===== src/rtl/rtts_pkg.sv =====
`timescale 1ns / 1ps

package rtts_pkg;

    // Event kinds carried in the slave-side tuser.
    localparam logic [1:0] EV_START   = 2'd0;
    localparam logic [1:0] EV_SENT    = 2'd1;
    localparam logic [1:0] EV_REPLY   = 2'd2;
    localparam logic [1:0] EV_TIMEOUT = 2'd3;

    // Message kinds carried in the master-side tuser.
    localparam logic [1:0] TX_NONE    = 2'd0;
    localparam logic [1:0] TX_COMMAND = 2'd1;
    localparam logic [1:0] TX_STAMP   = 2'd2;

    // Status codes.
    localparam logic [2:0] ST_RUNNING   = 3'd0;
    localparam logic [2:0] ST_COMPLETED = 3'd1;
    localparam logic [2:0] ST_EXHAUSTED = 3'd2;
    localparam logic [2:0] ST_WRONG     = 3'd3;
    localparam logic [2:0] ST_TIMEOUT   = 3'd4;

    // Configuration register indexes.
    localparam logic [2:0] CFG_MEASURE_ROUNDS = 3'd0;
    localparam logic [2:0] CFG_COMP_RETRIES   = 3'd1;
    localparam logic [2:0] CFG_THR_FACTOR     = 3'd2;
    localparam logic [2:0] CFG_MSG_TYPE       = 3'd3;
    localparam logic [2:0] CFG_ACK_CODE       = 3'd4;
    localparam logic [2:0] CFG_START_CODE     = 3'd5;
    localparam logic [2:0] CFG_STAMP_CODE     = 3'd6;
    localparam logic [2:0] CFG_GOOD_CODE      = 3'd7;

    localparam logic [31:0] MIN_RT_RESET = 32'hFFFF_FFFF;

    typedef enum logic [4:0] {
        PH_IDLE      = 5'b00001,
        PH_START_ACK = 5'b00010,
        PH_MEASURE   = 5'b00100,
        PH_COMP      = 5'b01000,
        PH_STOP_ACK  = 5'b10000
    } t_phase;

    typedef struct packed {
        logic [7:0] measure_rounds;
        logic [7:0] compensated_retries;
        logic [7:0] threshold_factor;
        logic [7:0] message_type_code;
        logic [7:0] ack_code;
        logic [7:0] start_code;
        logic [7:0] timestamp_code;
        logic [7:0] good_code;
    } t_cfg;

    typedef struct packed {
        logic [1:0]  kind;
        logic [31:0] now_us;
        logic [7:0]  rx_command;
        logic [7:0]  target_device;
    } t_item;

    typedef struct packed {
        logic [1:0]  tx_kind;
        logic [7:0]  tx_type;
        logic [7:0]  tx_command;
        logic [7:0]  tx_sequence;
        logic [31:0] tx_stamp;
        logic [7:0]  tx_device;
        logic [2:0]  status;
    } t_result;

endpackage


===== src/rtl/rtts_ctrl.sv =====
`timescale 1ns / 1ps

module rtts_ctrl (
    input  logic             i_clk,
    input  logic             i_rst_n,
    input  logic             i_fire,
    input  rtts_pkg::t_item  i_item,
    input  rtts_pkg::t_cfg   i_cfg,
    output logic             o_produce,
    output rtts_pkg::t_result o_result
);

    rtts_pkg::t_phase r_phase, n_phase;
    logic [7:0]  r_send_count, n_send_count;
    logic [31:0] r_last_sent, n_last_sent;
    logic [31:0] r_min_rt, n_min_rt;
    logic [31:0] r_threshold, n_threshold;
    logic [7:0]  r_device, n_device;

    logic [31:0] rt;
    logic [31:0] min_cand;
    logic [39:0] product;
    logic [31:0] thr_new;
    logic [7:0]  count_inc;

    assign rt        = i_item.now_us - r_last_sent;
    assign min_cand  = (rt < r_min_rt) ? rt : r_min_rt;
    assign product   = {8'd0, min_cand} * {32'd0, i_cfg.threshold_factor};
    // Q4.4 scaling drops four fraction bits; anything left above bit 35 saturates.
    assign thr_new   = (product[39:36] != 4'd0) ? 32'hFFFF_FFFF : product[35:4];
    assign count_inc = r_send_count + 8'd1;

    always_comb begin
        logic [1:0]  k;
        logic [7:0]  cmd;
        logic [7:0]  seq;
        logic [31:0] stamp;
        logic [2:0]  st;
        k            = rtts_pkg::TX_NONE;
        cmd          = 8'd0;
        seq          = 8'd0;
        stamp        = 32'd0;
        st           = rtts_pkg::ST_RUNNING;
        o_produce    = 1'b0;
        n_phase      = r_phase;
        n_send_count = r_send_count;
        n_last_sent  = r_last_sent;
        n_min_rt     = r_min_rt;
        n_threshold  = r_threshold;
        n_device     = r_device;

        unique case (i_item.kind)
            rtts_pkg::EV_START: begin
                n_device     = i_item.target_device;
                n_phase      = rtts_pkg::PH_START_ACK;
                n_send_count = 8'd0;
                n_min_rt     = rtts_pkg::MIN_RT_RESET;
                o_produce    = 1'b1;
                k            = rtts_pkg::TX_COMMAND;
                cmd          = i_cfg.start_code;
            end
            rtts_pkg::EV_SENT: begin
                n_last_sent = i_item.now_us;
            end
            rtts_pkg::EV_TIMEOUT: begin
                if (r_phase != rtts_pkg::PH_IDLE) begin
                    n_phase   = rtts_pkg::PH_IDLE;
                    o_produce = 1'b1;
                    st        = rtts_pkg::ST_TIMEOUT;
                end
            end
            rtts_pkg::EV_REPLY: begin
                unique case (r_phase)
                    rtts_pkg::PH_START_ACK: begin
                        o_produce = 1'b1;
                        if (i_item.rx_command != i_cfg.ack_code) begin
                            n_phase = rtts_pkg::PH_IDLE;
                            st      = rtts_pkg::ST_WRONG;
                        end else begin
                            n_phase      = rtts_pkg::PH_MEASURE;
                            n_send_count = count_inc;
                            k            = rtts_pkg::TX_STAMP;
                            cmd          = i_cfg.timestamp_code;
                            seq          = count_inc;
                            stamp        = i_item.now_us;
                        end
                    end
                    rtts_pkg::PH_MEASURE: begin
                        o_produce = 1'b1;
                        n_min_rt  = min_cand;
                        k         = rtts_pkg::TX_STAMP;
                        cmd       = i_cfg.timestamp_code;
                        if (r_send_count == i_cfg.measure_rounds) begin
                            // The count restarts and the first compensated send is number one.
                            n_threshold  = thr_new;
                            n_phase      = rtts_pkg::PH_COMP;
                            n_send_count = 8'd1;
                            seq          = 8'd1;
                            stamp        = i_item.now_us + {1'b0, thr_new[31:1]};
                        end else begin
                            n_send_count = count_inc;
                            seq          = count_inc;
                            stamp        = i_item.now_us;
                        end
                    end
                    rtts_pkg::PH_COMP: begin
                        o_produce = 1'b1;
                        if (rt < r_threshold) begin
                            n_phase      = rtts_pkg::PH_STOP_ACK;
                            n_send_count = 8'd0;
                            k            = rtts_pkg::TX_COMMAND;
                            cmd          = i_cfg.good_code;
                        end else if (r_send_count == i_cfg.compensated_retries) begin
                            n_send_count = 8'd0;
                            n_phase      = rtts_pkg::PH_IDLE;
                            st           = rtts_pkg::ST_EXHAUSTED;
                        end else begin
                            n_send_count = count_inc;
                            k            = rtts_pkg::TX_STAMP;
                            cmd          = i_cfg.timestamp_code;
                            seq          = count_inc;
                            stamp        = i_item.now_us + {1'b0, r_threshold[31:1]};
                        end
                    end
                    rtts_pkg::PH_STOP_ACK: begin
                        o_produce = 1'b1;
                        n_phase   = rtts_pkg::PH_IDLE;
                        st        = (i_item.rx_command != i_cfg.ack_code) ?
                                    rtts_pkg::ST_WRONG : rtts_pkg::ST_COMPLETED;
                    end
                    default: begin
                        n_phase = rtts_pkg::PH_IDLE;
                    end
                endcase
            end
        endcase

        o_result.tx_kind     = k;
        o_result.tx_type     = (k != rtts_pkg::TX_NONE) ? i_cfg.message_type_code : 8'd0;
        o_result.tx_command  = cmd;
        o_result.tx_sequence = seq;
        o_result.tx_stamp    = stamp;
        o_result.tx_device   = (k != rtts_pkg::TX_NONE) ? n_device : 8'd0;
        o_result.status      = st;
    end

    always_ff @(posedge i_clk) begin
        if (!i_rst_n) begin
            r_phase      <= rtts_pkg::PH_IDLE;
            r_send_count <= 8'd0;
            r_last_sent  <= 32'd0;
            r_min_rt     <= rtts_pkg::MIN_RT_RESET;
            r_threshold  <= 32'd0;
            r_device     <= 8'd0;
        end else if (i_fire) begin
            r_phase      <= n_phase;
            r_send_count <= n_send_count;
            r_last_sent  <= n_last_sent;
            r_min_rt     <= n_min_rt;
            r_threshold  <= n_threshold;
            r_device     <= n_device;
        end
    end

    // Every failure or completion report leaves the exchange idle.
    a_report_goes_idle: assert property (@(posedge i_clk) disable iff (!i_rst_n)
        (i_fire && o_produce && o_result.status != rtts_pkg::ST_RUNNING)
        |=> (r_phase == rtts_pkg::PH_IDLE))
        else $error("report did not return the exchange to idle");

    // A message on the wire always reports a running exchange.
    a_send_is_running: assert property (@(posedge i_clk) disable iff (!i_rst_n)
        (i_fire && o_produce && o_result.tx_kind != rtts_pkg::TX_NONE)
        |-> (o_result.status == rtts_pkg::ST_RUNNING))
        else $error("message sent together with a final status");

    // A start restarts the measurement state.
    a_start_clears: assert property (@(posedge i_clk) disable iff (!i_rst_n)
        (i_fire && i_item.kind == rtts_pkg::EV_START)
        |=> (r_send_count == 8'd0 && r_min_rt == rtts_pkg::MIN_RT_RESET))
        else $error("start did not clear the measurement state");

endmodule


===== src/rtl/rtts_obuf.sv =====
`timescale 1ns / 1ps

module rtts_obuf (
    input  logic              i_clk,
    input  logic              i_rst_n,
    input  logic              i_push,
    input  rtts_pkg::t_result i_data,
    output logic              o_space,
    output logic              o_valid,
    input  logic              i_ready,
    output rtts_pkg::t_result o_data
);

    logic              r_main_valid;
    logic              r_skid_valid;
    rtts_pkg::t_result r_main;
    rtts_pkg::t_result r_skid;
    logic              pop;

    assign pop     = r_main_valid && i_ready;
    assign o_space = !r_skid_valid;
    assign o_valid = r_main_valid;
    assign o_data  = r_main;

    always_ff @(posedge i_clk) begin
        if (!i_rst_n) begin
            r_main_valid <= 1'b0;
            r_skid_valid <= 1'b0;
        end else if (r_skid_valid) begin
            if (pop) begin
                r_main       <= r_skid;
                r_skid_valid <= 1'b0;
            end
        end else if (i_push && (!r_main_valid || pop)) begin
            r_main       <= i_data;
            r_main_valid <= 1'b1;
        end else if (i_push) begin
            r_skid       <= i_data;
            r_skid_valid <= 1'b1;
        end else if (pop) begin
            r_main_valid <= 1'b0;
        end
    end

    // The skid word only ever sits behind an occupied output word.
    a_skid_behind_main: assert property (@(posedge i_clk) disable iff (!i_rst_n)
        r_skid_valid |-> r_main_valid)
        else $error("skid word held with an empty output word");

endmodule


===== src/rtl/round_trip_time_sync_master_core.sv =====
`timescale 1ns / 1ps

// Master side of a round-trip time synchronization exchange.
// The slave-side stream carries one event word per transfer: the event kind in
// s_axis_tuser (start, message sent, reply arrived, timeout) and the current
// microsecond time, the reply command byte and the target device in s_axis_tdata.
// The master-side stream carries at most one result word per event: the kind of
// message to transmit in m_axis_tuser and the message bytes plus status in
// m_axis_tdata. Message-sent events and events ignored while idle produce no word.
// Configuration registers are written through the plain write port. The user is
// to write them only while no event is in flight; the block does not enforce it.
// An accepted event is captured in an input register and processed by the exchange
// controller (round-trip subtract, minimum compare and one 32x8 threshold multiply)
// once the output buffer has room; its result word is registered into the output
// buffer, which drives the master side. One event is accepted every cycle when the
// receiver keeps up; the controller updates its state as each held event fires.
// A two-word output buffer absorbs a stall: once both words are held and an event
// waits in the input register, s_axis_tready drops until the cycle after the
// receiver takes a word, and nothing is lost or reordered.
// Synchronous active-low reset empties the input register and the output buffer,
// returns the exchange to idle and loads the register defaults.

module round_trip_time_sync_master_core (
    input  logic        i_clk,
    input  logic        i_rst_n,
    input  logic        i_cfg_wr_en,
    input  logic [2:0]  i_cfg_index,
    input  logic [7:0]  i_cfg_data,
    input  logic        s_axis_tvalid,
    output logic        s_axis_tready,
    // tdata: now_us[31:0], rx_command[39:32], target_device[47:40]
    input  logic [47:0] s_axis_tdata,
    // tuser: kind[1:0]
    input  logic [1:0]  s_axis_tuser,
    output logic        m_axis_tvalid,
    input  logic        m_axis_tready,
    // tdata: tx_type[7:0], tx_command[15:8], tx_sequence[23:16], tx_stamp[55:24],
    //        tx_device[63:56], status[66:64], zero padding[71:67]
    output logic [71:0] m_axis_tdata,
    // tuser: tx_kind[1:0]
    output logic [1:0]  m_axis_tuser
);

    rtts_pkg::t_cfg    r_cfg;
    rtts_pkg::t_item   r_item;
    logic              r_item_valid;
    logic              fire;
    logic              produce;
    logic              obuf_space;
    rtts_pkg::t_result step_result;
    rtts_pkg::t_result out_result;

    // Configuration registers, one per index.
    always_ff @(posedge i_clk) begin
        if (!i_rst_n) begin
            r_cfg.measure_rounds      <= 8'd8;
            r_cfg.compensated_retries <= 8'd8;
            r_cfg.threshold_factor    <= 8'd24;
            r_cfg.message_type_code   <= 8'd1;
            r_cfg.ack_code            <= 8'd2;
            r_cfg.start_code          <= 8'd3;
            r_cfg.timestamp_code      <= 8'd4;
            r_cfg.good_code           <= 8'd5;
        end else if (i_cfg_wr_en) begin
            unique case (i_cfg_index)
                rtts_pkg::CFG_MEASURE_ROUNDS: r_cfg.measure_rounds      <= i_cfg_data;
                rtts_pkg::CFG_COMP_RETRIES:   r_cfg.compensated_retries <= i_cfg_data;
                rtts_pkg::CFG_THR_FACTOR:     r_cfg.threshold_factor    <= i_cfg_data;
                rtts_pkg::CFG_MSG_TYPE:       r_cfg.message_type_code   <= i_cfg_data;
                rtts_pkg::CFG_ACK_CODE:       r_cfg.ack_code            <= i_cfg_data;
                rtts_pkg::CFG_START_CODE:     r_cfg.start_code          <= i_cfg_data;
                rtts_pkg::CFG_STAMP_CODE:     r_cfg.timestamp_code      <= i_cfg_data;
                rtts_pkg::CFG_GOOD_CODE:      r_cfg.good_code           <= i_cfg_data;
            endcase
        end
    end

    // The held event is processed whenever the output buffer has room for a word.
    // The buffer's room flag is registered, so tready has no path from m_axis_tready.
    assign fire          = r_item_valid && obuf_space;
    assign s_axis_tready = !r_item_valid || obuf_space;

    always_ff @(posedge i_clk) begin
        if (!i_rst_n) begin
            r_item_valid <= 1'b0;
        end else if (s_axis_tready) begin
            r_item_valid <= s_axis_tvalid;
        end
    end

    always_ff @(posedge i_clk) begin
        if (s_axis_tvalid && s_axis_tready) begin
            r_item.kind          <= s_axis_tuser;
            r_item.now_us        <= s_axis_tdata[31:0];
            r_item.rx_command    <= s_axis_tdata[39:32];
            r_item.target_device <= s_axis_tdata[47:40];
        end
    end

    rtts_ctrl u_ctrl (
        .i_clk     (i_clk),
        .i_rst_n   (i_rst_n),
        .i_fire    (fire),
        .i_item    (r_item),
        .i_cfg     (r_cfg),
        .o_produce (produce),
        .o_result  (step_result)
    );

    rtts_obuf u_obuf (
        .i_clk   (i_clk),
        .i_rst_n (i_rst_n),
        .i_push  (fire && produce),
        .i_data  (step_result),
        .o_space (obuf_space),
        .o_valid (m_axis_tvalid),
        .i_ready (m_axis_tready),
        .o_data  (out_result)
    );

    assign m_axis_tuser = out_result.tx_kind;
    assign m_axis_tdata = {5'd0,
                           out_result.status,
                           out_result.tx_device,
                           out_result.tx_stamp,
                           out_result.tx_sequence,
                           out_result.tx_command,
                           out_result.tx_type};

    // A held event that is blocked stays blocked until the buffer frees a word.
    a_blocked_event_holds: assert property (@(posedge i_clk) disable iff (!i_rst_n)
        (r_item_valid && !obuf_space) |=> r_item_valid)
        else $error("blocked event dropped from the input register");

endmodule


===== config.mk =====
export PLATFORM = sky130hd
export DESIGN_NAME = round_trip_time_sync_master_core
export DESIGN_NICKNAME = d
export VERILOG_FILES = /design/src/rtl/rtts_pkg.sv /design/src/rtl/rtts_ctrl.sv /design/src/rtl/rtts_obuf.sv /design/src/rtl/round_trip_time_sync_master_core.sv
export SDC_FILE = /design/constraint.sdc
export NUM_CORES = 2
export LEC_CHECK = 0
export ABC_AREA = 1
export BUFFER_PORTS_ARGS = -buffer_cell sky130_fd_sc_hd__buf_2
export CAP_MARGIN = 20
export CORE_MARGIN = 1
export CORE_UTILIZATION = 23
export DETAILED_ROUTE_END_ITERATION = 10
export HOLD_SLACK_MARGIN = 0.06
export MAX_ROUTING_LAYER = met4
export PLACE_DENSITY = 0.41
export SLEW_MARGIN = 10
export SYNTH_ARGS = -nofsm -noshare
export SYNTH_HDL_FRONTEND = slang
export SYNTH_HIERARCHICAL = 1
export SYNTH_SLANG_ARGS = --single-unit

===== constraint.sdc =====
create_clock -name i_clk -period 14.6 [get_ports i_clk]
set_clock_uncertainty 0.05 [all_clocks]
set_input_delay 0.73 -clock i_clk [delete_from_list [all_inputs] [get_ports i_clk]]
set_output_delay 0.73 -clock i_clk [all_outputs]
set_load 0.1 [all_outputs]

==> results.md <==
* Status: complete, no violations
* Reg power frac at 16.3%
* Boundary Pins at 142
* CTS sink count at 372
* Crit path from: r_item[16]
* CTS root buf: clkbuf_16
* Synthesized area per cell at 7.759 um2
* Crit path max fanout at 53
* Gate Count Post-Synth at 3888
* Layout cell share with drive strength beyond 1 at 7.989%
* P_int at 3.324 mW
* Yosys cell types at 66
* Critical Path Max Stage Delay at 0.50 ns
* Area of the multi-input gates at 0.01815 mm2
* Crit-path slowest cell: fa_1
* Drt drc at 0
* Register area at 0.009330 mm2
* Placed Instances at 5681
* Post-synth top area cell: edfxtp_1
* Die ar. at 0.1326 mm2
* Vias/cell at 4.455
* Via count at 25.67k
* Placed Area at 0.03272 mm2
* Synth top area share at 18.71%
* Largest net degree at the start of global routing at 75
* Max cap viols at 0
* RSZ-0062 raised after global routing: false
* PortBufs at 136
* Crit-path most repeated cell: nand2_1
* Clock transition at the registers of the reported paths at 0.06 ns
* Final GP Congestion at 0.9215
* Number of flops mapped to enable cells by yosys at 188
* Peak VDD IR at 0.1088 mV
* Actual slew at the worst max-slew pin at 1.069 ns
* Yosys warning count at 6
* Post-synth top flop: edfxtp_1
* Pleak at 15.46 nW
* CP Data Required Time at 14.90 ns
* Max Slew Vio Count at 0
* Top cells by area, synth: edfxtp_1, dfxtp_1, fa_1
* GR Overflow Total at 0
* Filler instances at 14.36k
* Fin Setup TNS at 0 ns
* Most frequent cell after synthesis: nand2_1
* Combinational fraction of design power at 67.7%
* Routed WL at 100100 um
* Clk pwr share at 16.0%
* Mapped cell area at 0.03017 mm2
* Final min period at 13.31 ns
* Reported net switching power at 3.752 mW
* First-pass GRT wire length at 155500 um
* F_max at 75.11 MHz
* Delay-heaviest family, CP: simple AND/OR/NAND/NOR gates
* Power Dens Cells at 207.2 mW/mm2
* Starting Density at 23.24%
* Hpwl dp at 78640 um
* Core area at 0.1298 mm2
* Worst skew pair latency at 0.59 ns
* Post-synthesis async set-or-reset flop share at 0%
* Starting DRC count in detailed routing at 1587
* Sequential area share after synthesis at 30.92%
* Synth Register Bits at 372
* Final Non-Filler Cells at 5761
* Final hold vios at 0
* Worst Hold Class: in -> reg
* CTS Buffer Depth at 3
* Area Overhead vs Synth at 13.24%
* Number of buffer and inverter stages on the critical path at 12
* Std-Cell Rows at 132
* Worst hold path startpoint: s_axis_tdata[25]
* Drt first pass iters at 6
* Routed Antenna Nets at 0
* Cell area after layout at 0.03416 mm2
* Die width at 364.2 um
* Post CTS Setup Buffer Count at 0
* Top post-synthesis cells by count: nand2_1, inv_1, nor2_1
* Worst relative slew slack at 28.74%
* CP arrival at 13.62 ns
* Sw Ratio at 53.03%
* Finish-stage setup viols at 0
* Worst Setup End Kind: flop
* Htree depth at 2
* RR Startpoint: r_item[16]
* Avg WL per Cell at 17.38 um
* Period utilization at 91.19%
* Gr usage total at 15.52%
* Initial antenna violation count at 4
* CTS Buf Count at 43
* CP Class: reg -> reg
* Critical path startpoint category: flop
* DIE HEIGHT at 364.2 um
* Vias in the first global route at 25.80k
* CTS tree: yes
* Final nets at 4453
[layer usage]
layer | GRT usage [%] | vias to the layer above | part of all wire, %
met4 | 3.468 | 0 | 2.0
met2 | 25.12 | 427 | 46
li1 | - | 12840 | -
met3 | 1.123 | 107 | 2.8
met1 | 21.09 | 12290 | 49
met5 | - | - | 0
[metrics by stage]
| step | total power [mW] | hold WS, ns | worst slack (ns) | utilization (%) |
|---|---|---|---|---|
| after floorplan | 4.546 | 0.3709 | 4.032 | - |
| after global placement | 5.965 | 0.3852 | 1.123 | 25.19 |
| after detailed placement | 5.947 | 0.3860 | 1.125 | 25.21 |
| after CTS | 7.128 | 0.2068 | 1.104 | 26.31 |
| after global routing | 7.769 | 0.2282 | 0.08637 | 26.31 |
| final | 7.076 | 0.2606 | 1.286 | 26.31 |
[power groups by stage]
stage               clock network (mW)  logic [mW]  registers, mW
floorplan                            0        3.35           1.19
global placement                     0        4.78           1.18
detailed placement                   0        4.77           1.18
CTS                               1.18        4.79           1.16
global route                      1.21        5.40           1.16
finish                            1.13        4.79           1.16
[kinds of logic after synthesis]
family / share of synthesized area (%)
xor+xnor: 3.281
flops: 30.92
other cells: 0.01243
buf+inv: 9.129
mux: 0.2655
simple gates: 21.98
compound gates: 13.14
fa+ha+maj: 21.27
[worst reg2reg max path, delay by kind of cell, from the launching register on]
kind	cells	cell delay, ns
compound gates	10	2.35
xor+xnor	2	0.43
simple gates	39	4.92
flops	1	0.48
buf+inv	12	1.45
fa+ha+maj	9	3.47
[final timing paths]
path                                              end  slack (ns)  cells past startpoint
worst max-delay path                u_obuf/o_data[41]        1.29                     72
worst min-delay path                       r_item[41]        0.26                      1
worst max register to register      u_obuf/o_data[41]        1.29                     72
worst min register to register  u_ctrl/r_last_sent[0]        0.41                      2
[flip-flops by register name, summed over array words and instances, names as in the netlist, 8 cells and up]
signal	count
u_ctrl/r_send_count	8
r_item	50
u_obuf/o_data	69
u_ctrl/r_device	8
u_ctrl/r_last_sent	32
r_cfg	64
u_ctrl/r_min_rt	32
u_ctrl/r_threshold	32
u_obuf/r_skid	69
[layout by cell type (no fill, tap or decap), types with 9 or more instances in the layout]
master / instances
nor2_1: 467
nand3b_1: 9
nand2_2: 26
nor3_1: 30
ha_1: 220
clkbuf_16: 43
a31oi_1: 30
clkinv_1: 11
nand4_1: 23
inv_1: 552
nand2_1: 836
nand3_1: 142
or2_2: 15
edfxtp_1: 188
a21oi_1: 318
xnor2_1: 50
buf_2: 135
o21ai_1: 47
xor2_1: 63
clkbuf_1: 15
nor2_2: 14
o221ai_1: 9
o21ai_0: 161
o21a_1: 24
o211ai_1: 35
o22ai_1: 11
buf_4: 29
dfxtp_1: 183
fa_1: 183
a21boi_0: 12
[repair_timing]
item / 4_1_cts / 5_1_grt
resized for setup: 0 / 2
endpoints found under the setup margin: 0 / 1
hold buffers: 0 / 0
[area by class of cell]
type	instances	share of cell area, %
Clock inverter	16	0.6813
Sequential cell	372	27.31
Tap cell	1742	6.381
Timing Repair Buffer	166	2.692
Antenna cell	1	0.007326
Multi-Input combinational cell	2832	53.13
Inverter	569	6.275
Clock buffer	63	3.516
Note: power is estimated with default switching activity, not from simulation.
